$ cat config.mk
export PLATFORM = sky130hd
export DESIGN_NAME = ir_remote_command_transmitter_top_flat
export DESIGN_NICKNAME = d
export VERILOG_FILES = /design/src/irtx_pkg.sv /design/src/irtx_if.sv /design/src/ir_remote_command_transmitter_top.sv /design/src/flat_wrapper.sv
export SDC_FILE = /design/constraint.sdc
export NUM_CORES = 1
export LEC_CHECK = 0
export ABC_AREA = 1
export BUFFER_PORTS_ARGS = -buffer_cell sky130_fd_sc_hd__buf_4
export CORE_MARGIN = 1.5
export CORE_UTILIZATION = 35
export CTS_BUF_LIST = sky130_fd_sc_hd__clkbuf_4 sky130_fd_sc_hd__clkbuf_8
export CTS_CLUSTER_SIZE = 20
export DETAILED_ROUTE_END_ITERATION = 8
export PLACE_DENSITY = 0.58
export SLEW_MARGIN = 20
export SYNTH_ARGS = -nofsm -noshare
export SYNTH_HDL_FRONTEND = slang
export SYNTH_SLANG_ARGS = --single-unit
$ cat constraint.sdc
create_clock -name clk_i -period 7 [get_ports clk_i]
set_clock_uncertainty 0.2 [all_clocks]
set_input_delay 0 -clock clk_i [delete_from_list [all_inputs] [get_ports clk_i]]
set_output_delay 0 -clock clk_i [all_outputs]
set_load 0.03 [all_outputs]
$ cat src/irtx_pkg.sv
// ----------------------------------------------------------------------------
// irtx_pkg
// Shared constants, register map and symbol tables of the ir remote command
// transmitter.
// ----------------------------------------------------------------------------
package irtx_pkg;

  localparam int NumButtons = 6;
  localparam int TimeWidth  = 16;
  localparam int CfgWidth   = 16;
  localparam int CfgIdxW    = 3;
  localparam int SymIdxW    = 4;

  localparam logic [CfgIdxW-1:0] RegStartMark  = 3'd0;
  localparam logic [CfgIdxW-1:0] RegOffSpace   = 3'd1;
  localparam logic [CfgIdxW-1:0] RegOffMark    = 3'd2;
  localparam logic [CfgIdxW-1:0] RegOnMark     = 3'd3;
  localparam logic [CfgIdxW-1:0] RegFramePeriod = 3'd4;

  localparam logic [CfgWidth-1:0] StartMarkReset   = 16'd1739;
  localparam logic [CfgWidth-1:0] OffSpaceReset    = 16'd270;
  localparam logic [CfgWidth-1:0] OffMarkReset     = 16'd400;
  localparam logic [CfgWidth-1:0] OnMarkReset      = 16'd640;
  localparam logic [CfgWidth-1:0] FramePeriodReset = 16'd500;

  localparam logic [SymIdxW-1:0] CmdSymbols = 4'd7;

  localparam logic [1:0] ChanOne   = 2'd0;
  localparam logic [1:0] ChanTwo   = 2'd1;
  localparam logic [1:0] ChanThree = 2'd2;
  localparam logic [1:0] ChanFour  = 2'd3;

  // symbol position of the single on symbol among the command symbols
  function automatic logic [SymIdxW-1:0] on_position(input logic [2:0] cmd);
    logic [SymIdxW-1:0] pos;
    case (cmd)
      3'd0:    pos = 4'd1;
      3'd1:    pos = 4'd4;
      3'd2:    pos = 4'd2;
      3'd3:    pos = 4'd3;
      3'd4:    pos = 4'd5;
      3'd5:    pos = 4'd5;
      default: pos = 4'd6;
    endcase
    return pos;
  endfunction

  // bit k is suffix symbol k
  function automatic logic [4:0] suffix_bits(input logic [1:0] chan);
    logic [4:0] bits;
    case (chan)
      ChanOne:   bits = 5'h15;
      ChanTwo:   bits = 5'h04;
      ChanThree: bits = 5'h01;
      default:   bits = 5'h02;
    endcase
    return bits;
  endfunction

  function automatic logic [SymIdxW-1:0] suffix_len(input logic [1:0] chan);
    return (chan == ChanOne) ? 4'd5 : 4'd3;
  endfunction

endpackage

$ cat src/irtx_if.sv
// ----------------------------------------------------------------------------
// irtx_if
// Valid/ready channels of the ir remote command transmitter: timer tick
// words in, transmitter status words out.
// ----------------------------------------------------------------------------
interface irtx_in_if #(
  parameter int NUM_BUTTONS = irtx_pkg::NumButtons
);
  logic                   valid;
  logic                   ready;
  logic                   sys_tick;
  logic [NUM_BUTTONS-1:0] buttons_pressed;
  logic [2:0]             channel_switches;

  modport source (output valid, sys_tick, buttons_pressed, channel_switches, input ready);
  modport sink   (input valid, sys_tick, buttons_pressed, channel_switches, output ready);
endinterface

interface irtx_out_if #(
  parameter int CMD_W = $clog2(irtx_pkg::NumButtons + 1)
);
  logic             valid;
  logic             ready;
  logic             carrier_enable;
  logic             frame_busy;
  logic             blink_level;
  logic [CMD_W-1:0] command_in_flight;

  modport source (output valid, carrier_enable, frame_busy, blink_level,
                  command_in_flight, input ready);
  modport sink   (input valid, carrier_enable, frame_busy, blink_level,
                  command_in_flight, output ready);
endinterface

$ cat src/ir_remote_command_transmitter_top.sv
// ----------------------------------------------------------------------------
// ir_remote_command_transmitter_top
// Ir remote frame sequencer: button scan, frame period and blink, start
// mark, command symbols and channel suffix, one status word per timer tick.
// ----------------------------------------------------------------------------
//  channel  | dir | word
//  in_i     | in  | sys_tick, buttons_pressed, channel_switches
//  out_o    | out | carrier_enable, frame_busy, blink_level, command_in_flight
//  cfg      | in  | cfg_we_i, cfg_idx_i, cfg_wdata_i (write only)
//
// one word per cycle unless a held result stalls the input; the status word is registered in the cycle after accept
// the next-state logic of the frame sequencer is combinational
// in_i.ready is low only while a result is held and out_o.ready is low
// reset restores register defaults, idle sequencer, no command pending
module ir_remote_command_transmitter_top #(
  parameter int NUM_BUTTONS = irtx_pkg::NumButtons,
  parameter int TIME_WIDTH  = irtx_pkg::TimeWidth,
  parameter int CMD_W       = $clog2(NUM_BUTTONS + 1)
) (
  input  logic                          clk_i,
  input  logic                          rst_ni,
  irtx_in_if.sink                       in_i,
  irtx_out_if.source                    out_o,
  input  logic                          cfg_we_i,
  input  logic [irtx_pkg::CfgIdxW-1:0]  cfg_idx_i,
  input  logic [irtx_pkg::CfgWidth-1:0] cfg_wdata_i
);

  localparam int IdxW = (NUM_BUTTONS > 1) ? $clog2(NUM_BUTTONS) : 1;
  localparam int SW   = irtx_pkg::SymIdxW;
  localparam int CW   = irtx_pkg::CfgWidth;
  localparam logic [CMD_W-1:0] CmdNone = CMD_W'(NUM_BUTTONS);

  typedef enum logic [1:0] {
    PH_IDLE  = 2'd0,
    PH_START = 2'd1,
    PH_SPACE = 2'd2,
    PH_MARK  = 2'd3
  } phase_e;

  logic [CW-1:0] start_mark_q, off_space_q, off_mark_q, on_mark_q, period_cfg_q;

  logic [TIME_WIDTH-1:0] period_q, period_d;
  logic [CMD_W-1:0]      cur_q, cur_d, pend_q, pend_d;
  logic [SW-1:0]         idx_q, idx_d;
  phase_e                phase_q, phase_d;
  logic [TIME_WIDTH-1:0] dur_q, dur_d;
  logic [1:0]            chan_q, chan_d;
  logic                  blink_q, blink_d;

  logic                  out_valid_q;
  logic                  carrier_q, busy_q, blink_out_q;
  logic [CMD_W-1:0]      cmd_out_q;

  logic                  accept;
  logic [CMD_W-1:0]      scan_start, scan_cmd;
  logic [IdxW:0]         scan_pos;
  logic [TIME_WIDTH-1:0] period_inc;
  logic [CMD_W-1:0]      pend_inc;
  logic                  launch;
  logic [TIME_WIDTH-1:0] dur_cnt;
  logic [SW-1:0]         next_idx, sfx_pos;
  logic [4:0]            sfx_bits;
  logic [1:0]            prio_chan, next_chan;
  logic [3:0]            cur_ext;
  logic                  sym_on, frame_end;
  logic                  carrier_d, busy_d;
  logic [CMD_W-1:0]      cmd_out_d;

  function automatic logic [TIME_WIDTH-1:0] to_time(input logic [CW-1:0] v);
    logic [TIME_WIDTH+CW-1:0] ext;
    ext = {{TIME_WIDTH{1'b0}}, v};
    return ext[TIME_WIDTH-1:0];
  endfunction

  function automatic logic [TIME_WIDTH-1:0] load_time(input logic [CW-1:0] v);
    logic [TIME_WIDTH-1:0] t;
    t = to_time(v);
    return (t == '0) ? TIME_WIDTH'(1) : t;
  endfunction

  assign accept     = in_i.valid && in_i.ready;
  assign in_i.ready = !out_valid_q || out_o.ready;

  // round-robin scan starting after the last command sent
  assign scan_start = (cur_q >= CMD_W'(NUM_BUTTONS - 1)) ? '0 : cur_q + CMD_W'(1);

  always_comb begin
    scan_cmd = CmdNone;
    scan_pos = '0;
    for (int i = NUM_BUTTONS - 1; i >= 0; i--) begin
      scan_pos = (IdxW+1)'(scan_start) + (IdxW+1)'(i);
      if (scan_pos >= (IdxW+1)'(NUM_BUTTONS)) begin
        scan_pos = scan_pos - (IdxW+1)'(NUM_BUTTONS);
      end
      if (in_i.buttons_pressed[scan_pos[IdxW-1:0]]) begin
        scan_cmd = CMD_W'(scan_pos[IdxW-1:0]);
      end
    end
  end

  always_comb begin
    if (in_i.channel_switches[0]) begin
      prio_chan = irtx_pkg::ChanTwo;
    end else if (in_i.channel_switches[1]) begin
      prio_chan = irtx_pkg::ChanThree;
    end else if (in_i.channel_switches[2]) begin
      prio_chan = irtx_pkg::ChanFour;
    end else begin
      prio_chan = irtx_pkg::ChanOne;
    end
  end

  assign period_inc = (in_i.sys_tick && period_q != '1) ? period_q + TIME_WIDTH'(1)
                                                         : period_q;
  assign pend_inc   = (in_i.sys_tick && pend_q == CmdNone) ? scan_cmd : pend_q;
  assign launch     = (phase_q == PH_IDLE) && (period_inc >= to_time(period_cfg_q));

  always_comb begin
    period_d  = period_inc;
    pend_d    = pend_inc;
    cur_d     = cur_q;
    blink_d   = blink_q;
    phase_d   = phase_q;
    idx_d     = idx_q;
    dur_d     = dur_q;
    chan_d    = chan_q;
    next_idx  = '0;
    next_chan = chan_q;
    sfx_pos   = '0;
    sfx_bits  = '0;
    sym_on    = 1'b0;
    frame_end = 1'b0;
    cur_ext   = '0;
    dur_cnt   = '0;

    // frame launch at the end of a period
    if (launch) begin
      period_d = '0;
      blink_d  = !blink_q;
      cur_d    = pend_inc;
      pend_d   = CmdNone;
      if (pend_inc != CmdNone) begin
        phase_d = PH_START;
        idx_d   = '0;
        dur_d   = load_time(start_mark_q);
      end
    end

    busy_d    = phase_d != PH_IDLE;
    carrier_d = (phase_d == PH_START) || (phase_d == PH_MARK);
    cmd_out_d = busy_d ? cur_d : CmdNone;

    // segment countdown and symbol sequencing
    if (busy_d) begin
      dur_cnt = (dur_d != '0) ? dur_d - TIME_WIDTH'(1) : dur_d;
      dur_d   = dur_cnt;
      if (dur_cnt == '0) begin
        if (phase_d == PH_SPACE) begin
          phase_d = PH_MARK;
          dur_d   = load_time(off_mark_q);
        end else begin
          next_idx  = (phase_d == PH_START) ? '0 : idx_d + SW'(1);
          next_chan = (next_idx == irtx_pkg::CmdSymbols) ? prio_chan : chan_d;
          frame_end = next_idx >= irtx_pkg::CmdSymbols + irtx_pkg::suffix_len(next_chan);
          sfx_pos   = next_idx - irtx_pkg::CmdSymbols;
          sfx_bits  = irtx_pkg::suffix_bits(next_chan);
          cur_ext   = 4'(cur_d);
          if (next_idx < irtx_pkg::CmdSymbols) begin
            sym_on = next_idx == irtx_pkg::on_position(cur_ext[2:0]);
          end else begin
            sym_on = sfx_bits[sfx_pos[2:0]];
          end
          idx_d  = next_idx;
          chan_d = next_chan;
          if (frame_end) begin
            phase_d = PH_IDLE;
            dur_d   = '0;
          end else if (sym_on) begin
            phase_d = PH_MARK;
            dur_d   = load_time(on_mark_q);
          end else begin
            phase_d = PH_SPACE;
            dur_d   = load_time(off_space_q);
          end
        end
      end
    end
  end

  always_ff @(posedge clk_i or negedge rst_ni) begin
    if (!rst_ni) begin
      start_mark_q <= irtx_pkg::StartMarkReset;
      off_space_q  <= irtx_pkg::OffSpaceReset;
      off_mark_q   <= irtx_pkg::OffMarkReset;
      on_mark_q    <= irtx_pkg::OnMarkReset;
      period_cfg_q <= irtx_pkg::FramePeriodReset;
    end else if (cfg_we_i) begin
      case (cfg_idx_i)
        irtx_pkg::RegStartMark:   start_mark_q <= cfg_wdata_i;
        irtx_pkg::RegOffSpace:    off_space_q  <= cfg_wdata_i;
        irtx_pkg::RegOffMark:     off_mark_q   <= cfg_wdata_i;
        irtx_pkg::RegOnMark:      on_mark_q    <= cfg_wdata_i;
        irtx_pkg::RegFramePeriod: period_cfg_q <= cfg_wdata_i;
        default: ;
      endcase
    end
  end

  always_ff @(posedge clk_i or negedge rst_ni) begin
    if (!rst_ni) begin
      period_q <= '0;
      cur_q    <= CmdNone;
      pend_q   <= CmdNone;
      idx_q    <= '0;
      phase_q  <= PH_IDLE;
      dur_q    <= '0;
      chan_q   <= irtx_pkg::ChanOne;
      blink_q  <= 1'b0;
    end else if (accept) begin
      period_q <= period_d;
      cur_q    <= cur_d;
      pend_q   <= pend_d;
      idx_q    <= idx_d;
      phase_q  <= phase_d;
      dur_q    <= dur_d;
      chan_q   <= chan_d;
      blink_q  <= blink_d;
    end
  end

  always_ff @(posedge clk_i or negedge rst_ni) begin
    if (!rst_ni) begin
      out_valid_q <= 1'b0;
    end else if (accept) begin
      out_valid_q <= 1'b1;
    end else if (out_o.ready) begin
      out_valid_q <= 1'b0;
    end
  end

  always_ff @(posedge clk_i) begin
    if (accept) begin
      carrier_q   <= carrier_d;
      busy_q      <= busy_d;
      blink_out_q <= blink_d;
      cmd_out_q   <= cmd_out_d;
    end
  end

  assign out_o.valid             = out_valid_q;
  assign out_o.carrier_enable    = carrier_q;
  assign out_o.frame_busy        = busy_q;
  assign out_o.blink_level       = blink_out_q;
  assign out_o.command_in_flight = cmd_out_q;

endmodule

$ cat src/flat_wrapper.sv
// flat-port wrapper written by rule: the top's interface ports become plain ports
module ir_remote_command_transmitter_top_flat 
#(
  parameter int NUM_BUTTONS = irtx_pkg::NumButtons,
  parameter int TIME_WIDTH  = irtx_pkg::TimeWidth,
  parameter int CMD_W       = $clog2(NUM_BUTTONS + 1)
)
  (clk_i, rst_ni, cfg_we_i, cfg_idx_i, cfg_wdata_i, in_i_valid, in_i_sys_tick, in_i_buttons_pressed, in_i_channel_switches, in_i_ready, out_o_valid, out_o_carrier_enable, out_o_frame_busy, out_o_blink_level, out_o_command_in_flight, out_o_ready);
  irtx_in_if #(.NUM_BUTTONS(NUM_BUTTONS)) in_i_i ();
  irtx_out_if #(.CMD_W(CMD_W)) out_o_i ();
  input  logic clk_i;
  input  logic rst_ni;
  input  logic cfg_we_i;
  input  logic [irtx_pkg::CfgIdxW-1:0] cfg_idx_i;
  input  logic [irtx_pkg::CfgWidth-1:0] cfg_wdata_i;
  input wire logic [$bits(in_i_i.valid)-1:0] in_i_valid;
  input wire logic [$bits(in_i_i.sys_tick)-1:0] in_i_sys_tick;
  input wire logic [$bits(in_i_i.buttons_pressed)-1:0] in_i_buttons_pressed;
  input wire logic [$bits(in_i_i.channel_switches)-1:0] in_i_channel_switches;
  output wire logic [$bits(in_i_i.ready)-1:0] in_i_ready;
  output wire logic [$bits(out_o_i.valid)-1:0] out_o_valid;
  output wire logic [$bits(out_o_i.carrier_enable)-1:0] out_o_carrier_enable;
  output wire logic [$bits(out_o_i.frame_busy)-1:0] out_o_frame_busy;
  output wire logic [$bits(out_o_i.blink_level)-1:0] out_o_blink_level;
  output wire logic [$bits(out_o_i.command_in_flight)-1:0] out_o_command_in_flight;
  input wire logic [$bits(out_o_i.ready)-1:0] out_o_ready;
  assign in_i_i.valid = in_i_valid;
  assign in_i_i.sys_tick = in_i_sys_tick;
  assign in_i_i.buttons_pressed = in_i_buttons_pressed;
  assign in_i_i.channel_switches = in_i_channel_switches;
  assign in_i_ready = in_i_i.ready;
  assign out_o_valid = out_o_i.valid;
  assign out_o_carrier_enable = out_o_i.carrier_enable;
  assign out_o_frame_busy = out_o_i.frame_busy;
  assign out_o_blink_level = out_o_i.blink_level;
  assign out_o_command_in_flight = out_o_i.command_in_flight;
  assign out_o_i.ready = out_o_ready;
  ir_remote_command_transmitter_top #(.NUM_BUTTONS(NUM_BUTTONS), .TIME_WIDTH(TIME_WIDTH), .CMD_W(CMD_W)) u_core (.clk_i(clk_i), .rst_ni(rst_ni), .in_i(in_i_i), .out_o(out_o_i), .cfg_we_i(cfg_we_i), .cfg_idx_i(cfg_idx_i), .cfg_wdata_i(cfg_wdata_i));
endmodule
==> flow_summary.ini, run 1 <==
[run_status]
run_status = completed

[synthesis]
synth.distinct_cells = 45
yosysSeqAreaShare_pct = 39.47
netlist_top_cells_area = sky130_fd_sc_hd__dfrtp_1 29%, sky130_fd_sc_hd__nand2_1 16%, sky130_fd_sc_hd__dfstp_2 7.9%
async_reset_ff_share_pct = 95.52
netlist_instances = 1214
synth_enable_flop_cells = 6
mappedNetlistNets = 1279
register_bit_count_reported_by_yosys = 134
synth_top_area_cell = sky130_fd_sc_hd__dfrtp_1
synthFlopType = sky130_fd_sc_hd__dfrtp_1
yosysWarnings = 0
post-synth-top-area-fraction_pct = 29.49
synthesis.area_sq_um = 8655
avgSynthCellArea_sq_um = 7.129

[setup_path]
worst_r2r_endpoint = u_core.dur_q[12]
crit_cells = 38
top_cell_by_count_worst_path = sky130_fd_sc_hd__nand2_1
critical_path.n_buffers_inverters = 5
crit_path_max_incr_delay_ns = 0.46
cp_data_required_time_ns = 7.16
critical_path.max_fanout = 26
crit_path_top_delay_cell = sky130_fd_sc_hd__nor2_2
critical_path.top_delay_family = simple AND/OR/NAND/NOR gates
critPathKind = reg2reg
r2r-start = u_core.period_q[0]
setup.reg_to_reg.worst_slack_ns = 0.63
endpoint_kind = flop
worst_r2r_path_depth = 38
timing.critical_path.arrival_ns = 6.53
worstSetupStartpointType = flop

[cts]
cts_inserted_buffers = 17
ctsHtreeMaxLevel = 4
clkLatencyLatePin_ns = 0.46
path_clk_slew_ns = 0.09
root_buffer = sky130_fd_sc_hd__clkbuf_8
tritoncts = built
tritoncts_num_sinks = 134
clock_tree.buffer_depth = 2

[floorplanning]
placement_rows = 57
core_region_area_sq_um = 24320
floorplan.die.height_microns = 160.3
num_io_pins = 42
initial_utilization_pct = 35.59
floorplan.die_area_sq_um = 25680
die_w_microns = 160.3

[sta]
finalSetupViolCount = 0
actual_transition_at_the_worst_max_transition_pin_ns = 0.9952
final_count_of_pins_violating_max_slew = 0
grt_setup_unrepaired = false
post-route-period-util_pct = 91.01
setup_total_negative_slack_ns = 0
max_freq_ghz = 0.1570
min_period_ns = 6.371
slew_headroom_pct = 33.49
finalHoldViolations = 0

[placement]
place_congestion = 0.9191
dpl.hpwl_mm = 17.06
placement_stage_cell_area_sq_um = 9226
port_buffers = 41

[final_layout]
fin_area_sq_um = 9977
final_layout_size_suffix_gt1_share_pct = 12.48
fin_nets = 1342
layout_common_cells = 359 x sky130_fd_sc_hd__nand2_1, 178 x sky130_fd_sc_hd__inv_1, 119 x sky130_fd_sc_hd__o21ai_0, 102 x sky130_fd_sc_hd__dfrtp_1, 76 x sky130_fd_sc_hd__nor2_1
antenna-diode-count = 0
layout_commonest_cell = sky130_fd_sc_hd__nand2_1
fillers = 2562
flow.area_growth_from_synthesis_pct = 15.28

[hold_path]
hold_path.startpoint = cfg_we_i
hold_path_depth = 3
hp-class = in2reg
whs_endpoint = u_core.period_cfg_q[8]

[grt]
grt_first_pass_wirelength_mm = 38.31
globalRoute.totalOverflow = 0
grt_util_met1_pct = 25.23
global_route.usage.met2_pct = 31.23
number_of_antenna_violations_at_the_first_check_in_global_routing = 0
first_global_vias = 7555
globalRouteTotalUtil_pct = 18.65
grt_most_used_layer = met2
global_route.usage.met3_pct = 3.013
grt_start_max_net_pins = 73

[drt]
antenna_left = 0
post_drt_via_cell_ratio = 4.869
vias = 7859
route.final.wire_length_mm = 22.78
route.detailed.wl_per_inst_microns = 14.12
first_pass_iters = 7
remaining_drc_errors = 0
initialDrtViolationCount = 550

[power_and_ir_drop]
worst_ir_drop_vdd_v = 0.0002550
static-leakage-power_nw = 5.039
power.density_nw_per_um2 = 527.9

[flow_run]
maxcap_viol_count = 0
==> per-layer routing <==
metal	vias up	wire length (microns)
li1	4024	-
met4	0	244
met1	3687	11160
met5	-	0
met3	15	751
met2	133	10630
==> flip-flops by register name (all words and copies together) (netlist names), 2 cells and up <==
| signal | cells |
|---|---|
| u_core.period_cfg_q | 16 |
| u_core.pend_q | 3 |
| u_core.off_space_q | 16 |
| u_core.out_o.command_in_flight | 3 |
| u_core.chan_q | 2 |
| u_core.start_mark_q | 16 |
| u_core.on_mark_q | 16 |
| u_core.dur_q | 16 |
| u_core.off_mark_q | 16 |
| u_core.idx_q | 4 |
| u_core.period_q | 16 |
| u_core.phase_q | 2 |
| u_core.cur_q | 3 |
==> cells by family (layout without fill, tap and decap cells) <==
| family | after synthesis | in the layout | share of synthesized area (%) |
|---|---|---|---|
| and+or+nand+nor | 590 | 590 | 29.71 |
| buffers and inverters | 219 | 295 | 10.31 |
| AOI/OAI and AO/OA | 213 | 213 | 13.21 |
| DFF | 134 | 134 | 39.47 |
| adders and majority gates | 31 | 31 | 4.482 |
| xor gates and xnor gates | 27 | 27 | 2.819 |
==> cells in the mapped netlist (5+ instances only) <==
cell and count:
sky130_fd_sc_hd__nand2_1 360, sky130_fd_sc_hd__inv_1 178, sky130_fd_sc_hd__o21ai_0 120, sky130_fd_sc_hd__dfrtp_1 102, sky130_fd_sc_hd__nor2_1 76, sky130_fd_sc_hd__nand3_1 73, sky130_fd_sc_hd__a21oi_1 45, sky130_fd_sc_hd__ha_1 31
sky130_fd_sc_hd__dfstp_2 26, sky130_fd_sc_hd__clkbuf_1 24, sky130_fd_sc_hd__xor2_1 23, sky130_fd_sc_hd__o21ai_1 21, sky130_fd_sc_hd__nand4_1 19, sky130_fd_sc_hd__nor4_1 14, sky130_fd_sc_hd__nor2_2 9, sky130_fd_sc_hd__nand3b_1 8
sky130_fd_sc_hd__nor3_1 8, sky130_fd_sc_hd__o22ai_1 8, sky130_fd_sc_hd__buf_6 7, sky130_fd_sc_hd__edfxtp_1 6, sky130_fd_sc_hd__nand2_2 6, sky130_fd_sc_hd__o211ai_1 5
==> cell type report <==
class / count / area [sq um] / share of cell area [%]
multi-input cells: 861 / 4378 / 43.88
flip-flops and latches: 134 / 3416 / 34.24
inverters: 182 / 683.2 / 6.847
repair buffers: 81 / 671.9 / 6.734
well taps: 324 / 405.4 / 4.063
clock buffers: 17 / 234.0 / 2.345
clock inverters: 15 / 188.9 / 1.894
==> worst reg2reg max path, delay by kind of cell, from the launching register on <==
family	cells	cell delay, ns
simple gates	20	2.67
compound gates	9	1.37
fa+ha+maj	3	0.75
buf+inv	5	0.63
flops	1	0.40
xor+xnor	1	0.25
==> power breakdown <==
part	internal [mW]	switching, mW
registers	1.02	0.146
logic	1.13	2.26
clock network	0.362	0.349
==> worst max path at each step <==
stage	from	to	slack (ns)
final	u_core.period_q[0]	u_core.dur_q[12]	0.63
after detailed placement	u_core.cur_q[1]	u_core.chan_q[1]	0.12
after global placement	u_core.cur_q[1]	u_core.chan_q[1]	0.27
after floorplan	u_core.cur_q[1]	u_core.dur_q[5]	0.92
after global routing	u_core.cur_q[1]	u_core.dur_q[10]	0.05
after CTS	u_core.cur_q[1]	u_core.chan_q[1]	0.09
==> through the flow <==
| stage | util [%] | power [mW] | hold slack [ns] | setup slack (ns) | instances |
|---|---|---|---|---|---|
| 4_1_cts | 40.66 | 5.246 | 0.02685 | 0.09260 | 1607 |
| 3_3_place_gp | 37.94 | 4.480 | 0.005789 | 0.2695 | 1551 |
| 3_5_place_dp | 37.94 | 4.504 | 0.006630 | 0.1230 | 1551 |
| 5_1_grt | 41.02 | 5.827 | 0.05622 | 0.04880 | 1614 |
| 6_report | 41.02 | 5.267 | 0.01675 | 0.6295 | 1614 |
| 2_1_floorplan | - | 3.826 | -0.4956 | 0.9198 | 1214 |
==> what timing repair did <==
action | 4_1_cts | 5_1_grt
resized for setup | 0 | 8
buffers inserted | 0 | 7
hold endpoints to repair | 158 | 0
hold buffers | 24 | 0
setup endpoints to repair | 0 | 24
(Power assumes the default switching activity.)
==> run 2: changes to the inputs <==
--- a/config.mk
+++ b/config.mk
@@ -6,7 +6,8 @@
 export NUM_CORES = 1
 export LEC_CHECK = 0
 export ABC_AREA = 1
-export BUFFER_PORTS_ARGS = -buffer_cell sky130_fd_sc_hd__buf_4
+export BUFFER_PORTS_ARGS = -buffer_cell sky130_fd_sc_hd__buf_2
+export CORE_ASPECT_RATIO = 1.25
 export CORE_MARGIN = 1.5
 export CORE_UTILIZATION = 35
 export CTS_BUF_LIST = sky130_fd_sc_hd__clkbuf_4 sky130_fd_sc_hd__clkbuf_8
==> constraint.sdc (replaced) <==
create_clock -name clk_i -period 7 [get_ports clk_i]
set_clock_uncertainty 0.2 [all_clocks]
set_input_delay 0.7 -clock clk_i [delete_from_list [all_inputs] [get_ports clk_i]]
set_output_delay 0.7 -clock clk_i [all_outputs]
set_load 0.03 [all_outputs]
==> run 2 against run 1 <==
  * Critical path depth did not move
  * Final cell count is 0.99% lower
  * Die area hardly changed
==> flow_summary.ini, run 2 (synthesized netlist as in run 1, its figures left out) <==
[setup_path]
crit_cells = 38
crit_path_max_incr_delay_ns = 0.58
timing.critical_path.arrival_ns = 6.58
r2r-start = u_core.cur_q[1]
cp_data_required_time_ns = 7.20
critical_path.max_fanout = 36
critical_path.top_delay_family = simple AND/OR/NAND/NOR gates
endpoint_kind = flop
worst_r2r_endpoint = u_core.dur_q[3]
critical_path.n_buffers_inverters = 7
worstSetupStartpoint = u_core.cur_q[1]
crit_path_top_delay_cell = sky130_fd_sc_hd__dfstp_2
setup.reg_to_reg.worst_slack_ns = 0.62
worstSetupStartpointType = flop
worst_r2r_path_depth = 38
top_cell_by_count_worst_path = sky130_fd_sc_hd__nand2_1
critPathKind = reg2reg

[cts]
ctsHtreeMaxLevel = 4
clkLatencyLatePin_ns = 0.45
root_buffer = sky130_fd_sc_hd__clkbuf_8
path_clk_slew_ns = 0.08
clock_tree.buffer_depth = 2
tritoncts_num_sinks = 134
tritoncts = built
cts_inserted_buffers = 17

[placement]
port_buffers = 41
dpl.hpwl_mm = 17.48
placement_stage_cell_area_sq_um = 9164
place_congestion = 0.9075

[grt]
globalRouteTotalUtil_pct = 18.95
grt_first_pass_wirelength_mm = 37.50
grt_start_max_net_pins = 67
globalRoute.totalOverflow = 0
first_global_vias = 7348
number_of_antenna_violations_at_the_first_check_in_global_routing = 0

[power_and_ir_drop]
static-leakage-power_nw = 4.905
worst_ir_drop_vdd_v = 0.0003040
power.density_nw_per_um2 = 549.7

[sta]
setup_total_negative_slack_ns = 0
actual_transition_at_the_worst_max_transition_pin_ns = 1.110
finalHoldViolations = 0
slew_headroom_pct = 25.79
grt_setup_unrepaired = false
max_freq_ghz = 0.1568
post-route-period-util_pct = 91.11
min_period_ns = 6.378
final_count_of_pins_violating_max_slew = 0
finalSetupViolCount = 0

[drt]
post_drt_via_cell_ratio = 4.815
route.final.wire_length_mm = 23.13
route.detailed.wl_per_inst_microns = 14.47
vias = 7695
initialDrtViolationCount = 474
antenna_left = 0
remaining_drc_errors = 0
first_pass_iters = 5

[final_layout]
flow.area_growth_from_synthesis_pct = 11.31
final_layout_size_suffix_gt1_share_pct = 12.46
fin_nets = 1320
layout.core_utilization_pct = 39.44
layout_common_cells = 360 x sky130_fd_sc_hd__nand2_1, 178 x sky130_fd_sc_hd__inv_1, 119 x sky130_fd_sc_hd__o21ai_0, 102 x sky130_fd_sc_hd__dfrtp_1, 76 x sky130_fd_sc_hd__nor2_1
fin_area_sq_um = 9633
layout_commonest_cell = sky130_fd_sc_hd__nand2_1
antenna-diode-count = 0

[floorplanning]
core_region_area_sq_um = 24420
initial_utilization_pct = 35.44
floorplan.die_area_sq_um = 25690
die_w_microns = 143.6
floorplan.die.height_microns = 178.8
num_io_pins = 42
placement_rows = 64

[hold_path]
hp-class = in2async

[flow_run]
maxcap_viol_count = 0

[run_status]
run_status = completed
-- run 2: cell types whose count changed in the layout (fill, tap and decap cells not counted), moves of 2 or more --
cell	change
sky130_fd_sc_hd__buf_4	-38
sky130_fd_sc_hd__clkinv_4	+2
sky130_fd_sc_hd__buf_2	+40
sky130_fd_sc_hd__dlygate4sd3_1	-24
sky130_fd_sc_hd__clkbuf_8	+3
sky130_fd_sc_hd__clkinv_2	+2
sky130_fd_sc_hd__inv_6	-6
-- run 2: worst max-delay path by stage --
stage,end
finish,u_core.dur_q[3]
global placement,u_core.dur_q[4]
CTS,u_core.chan_q[0]
detailed placement,u_core.chan_q[0]
floorplan,u_core.dur_q[5]
global route,u_core.dur_q[14]
-- run 2: worst register-to-register path, delay by kind of cell, from the launching register on --
kind,cells,cell delay (ns)
xor gates and xnor gates,1,0.23
and+or+nand+nor,21,2.48
adders and majority gates,3,0.76
AOI/OAI and AO/OA,6,1.08
DFF,1,0.58
buffers and inverters,7,1.01
-- run 2: report_power, final --
group | internal (mW) | switching, mW | total (mW)
combinational | 1.12 | 2.34 | 3.46
sequential | 1.02 | 0.143 | 1.16
clock | 0.349 | 0.319 | 0.668
-- run 2: stage by stage --
stage	hold slack (ns)	std cells	total power [mW]	worst slack [ns]
finish	0.1671	1598	5.295	0.6221
global route	0.2212	1598	5.850	0.05217
CTS	0.1684	1593	5.309	0.07969
detailed placement	0.2668	1561	4.619	0.1159
global placement	0.2631	1561	4.607	0.2010
floorplan	0.2044	1214	3.826	0.9198
-- run 2: repair_timing --
item	CTS	global route
hold endpoints to repair	0	0
resized for setup	0	6
setup buffers	0	5
endpoints found under the setup margin	0	24
hold buffers	0	0
-- run 2: final cells by class --
class / count / area [sq um]
clock buffer: 21 / 282.8
clock inverter: 11 / 123.9
fill: 2548 / 14790
inverter: 182 / 683.2
multi-input combinational: 861 / 4364
sequential: 134 / 3416
tap: 330 / 412.9
timing repair buffer: 59 / 350.3
-- run 2: routing by layer --
| metal | global-route usage (%) | up-vias | wire [microns] |
|---|---|---|---|
| li1 | - | 3980 | - |
| met1 | 23.45 | 3556 | 10660 |
| met2 | 33.65 | 122 | 11380 |
| met3 | 2.484 | 37 | 579 |
| met4 | 6.590 | 0 | 510 |
| met5 | 0 | - | 0 |
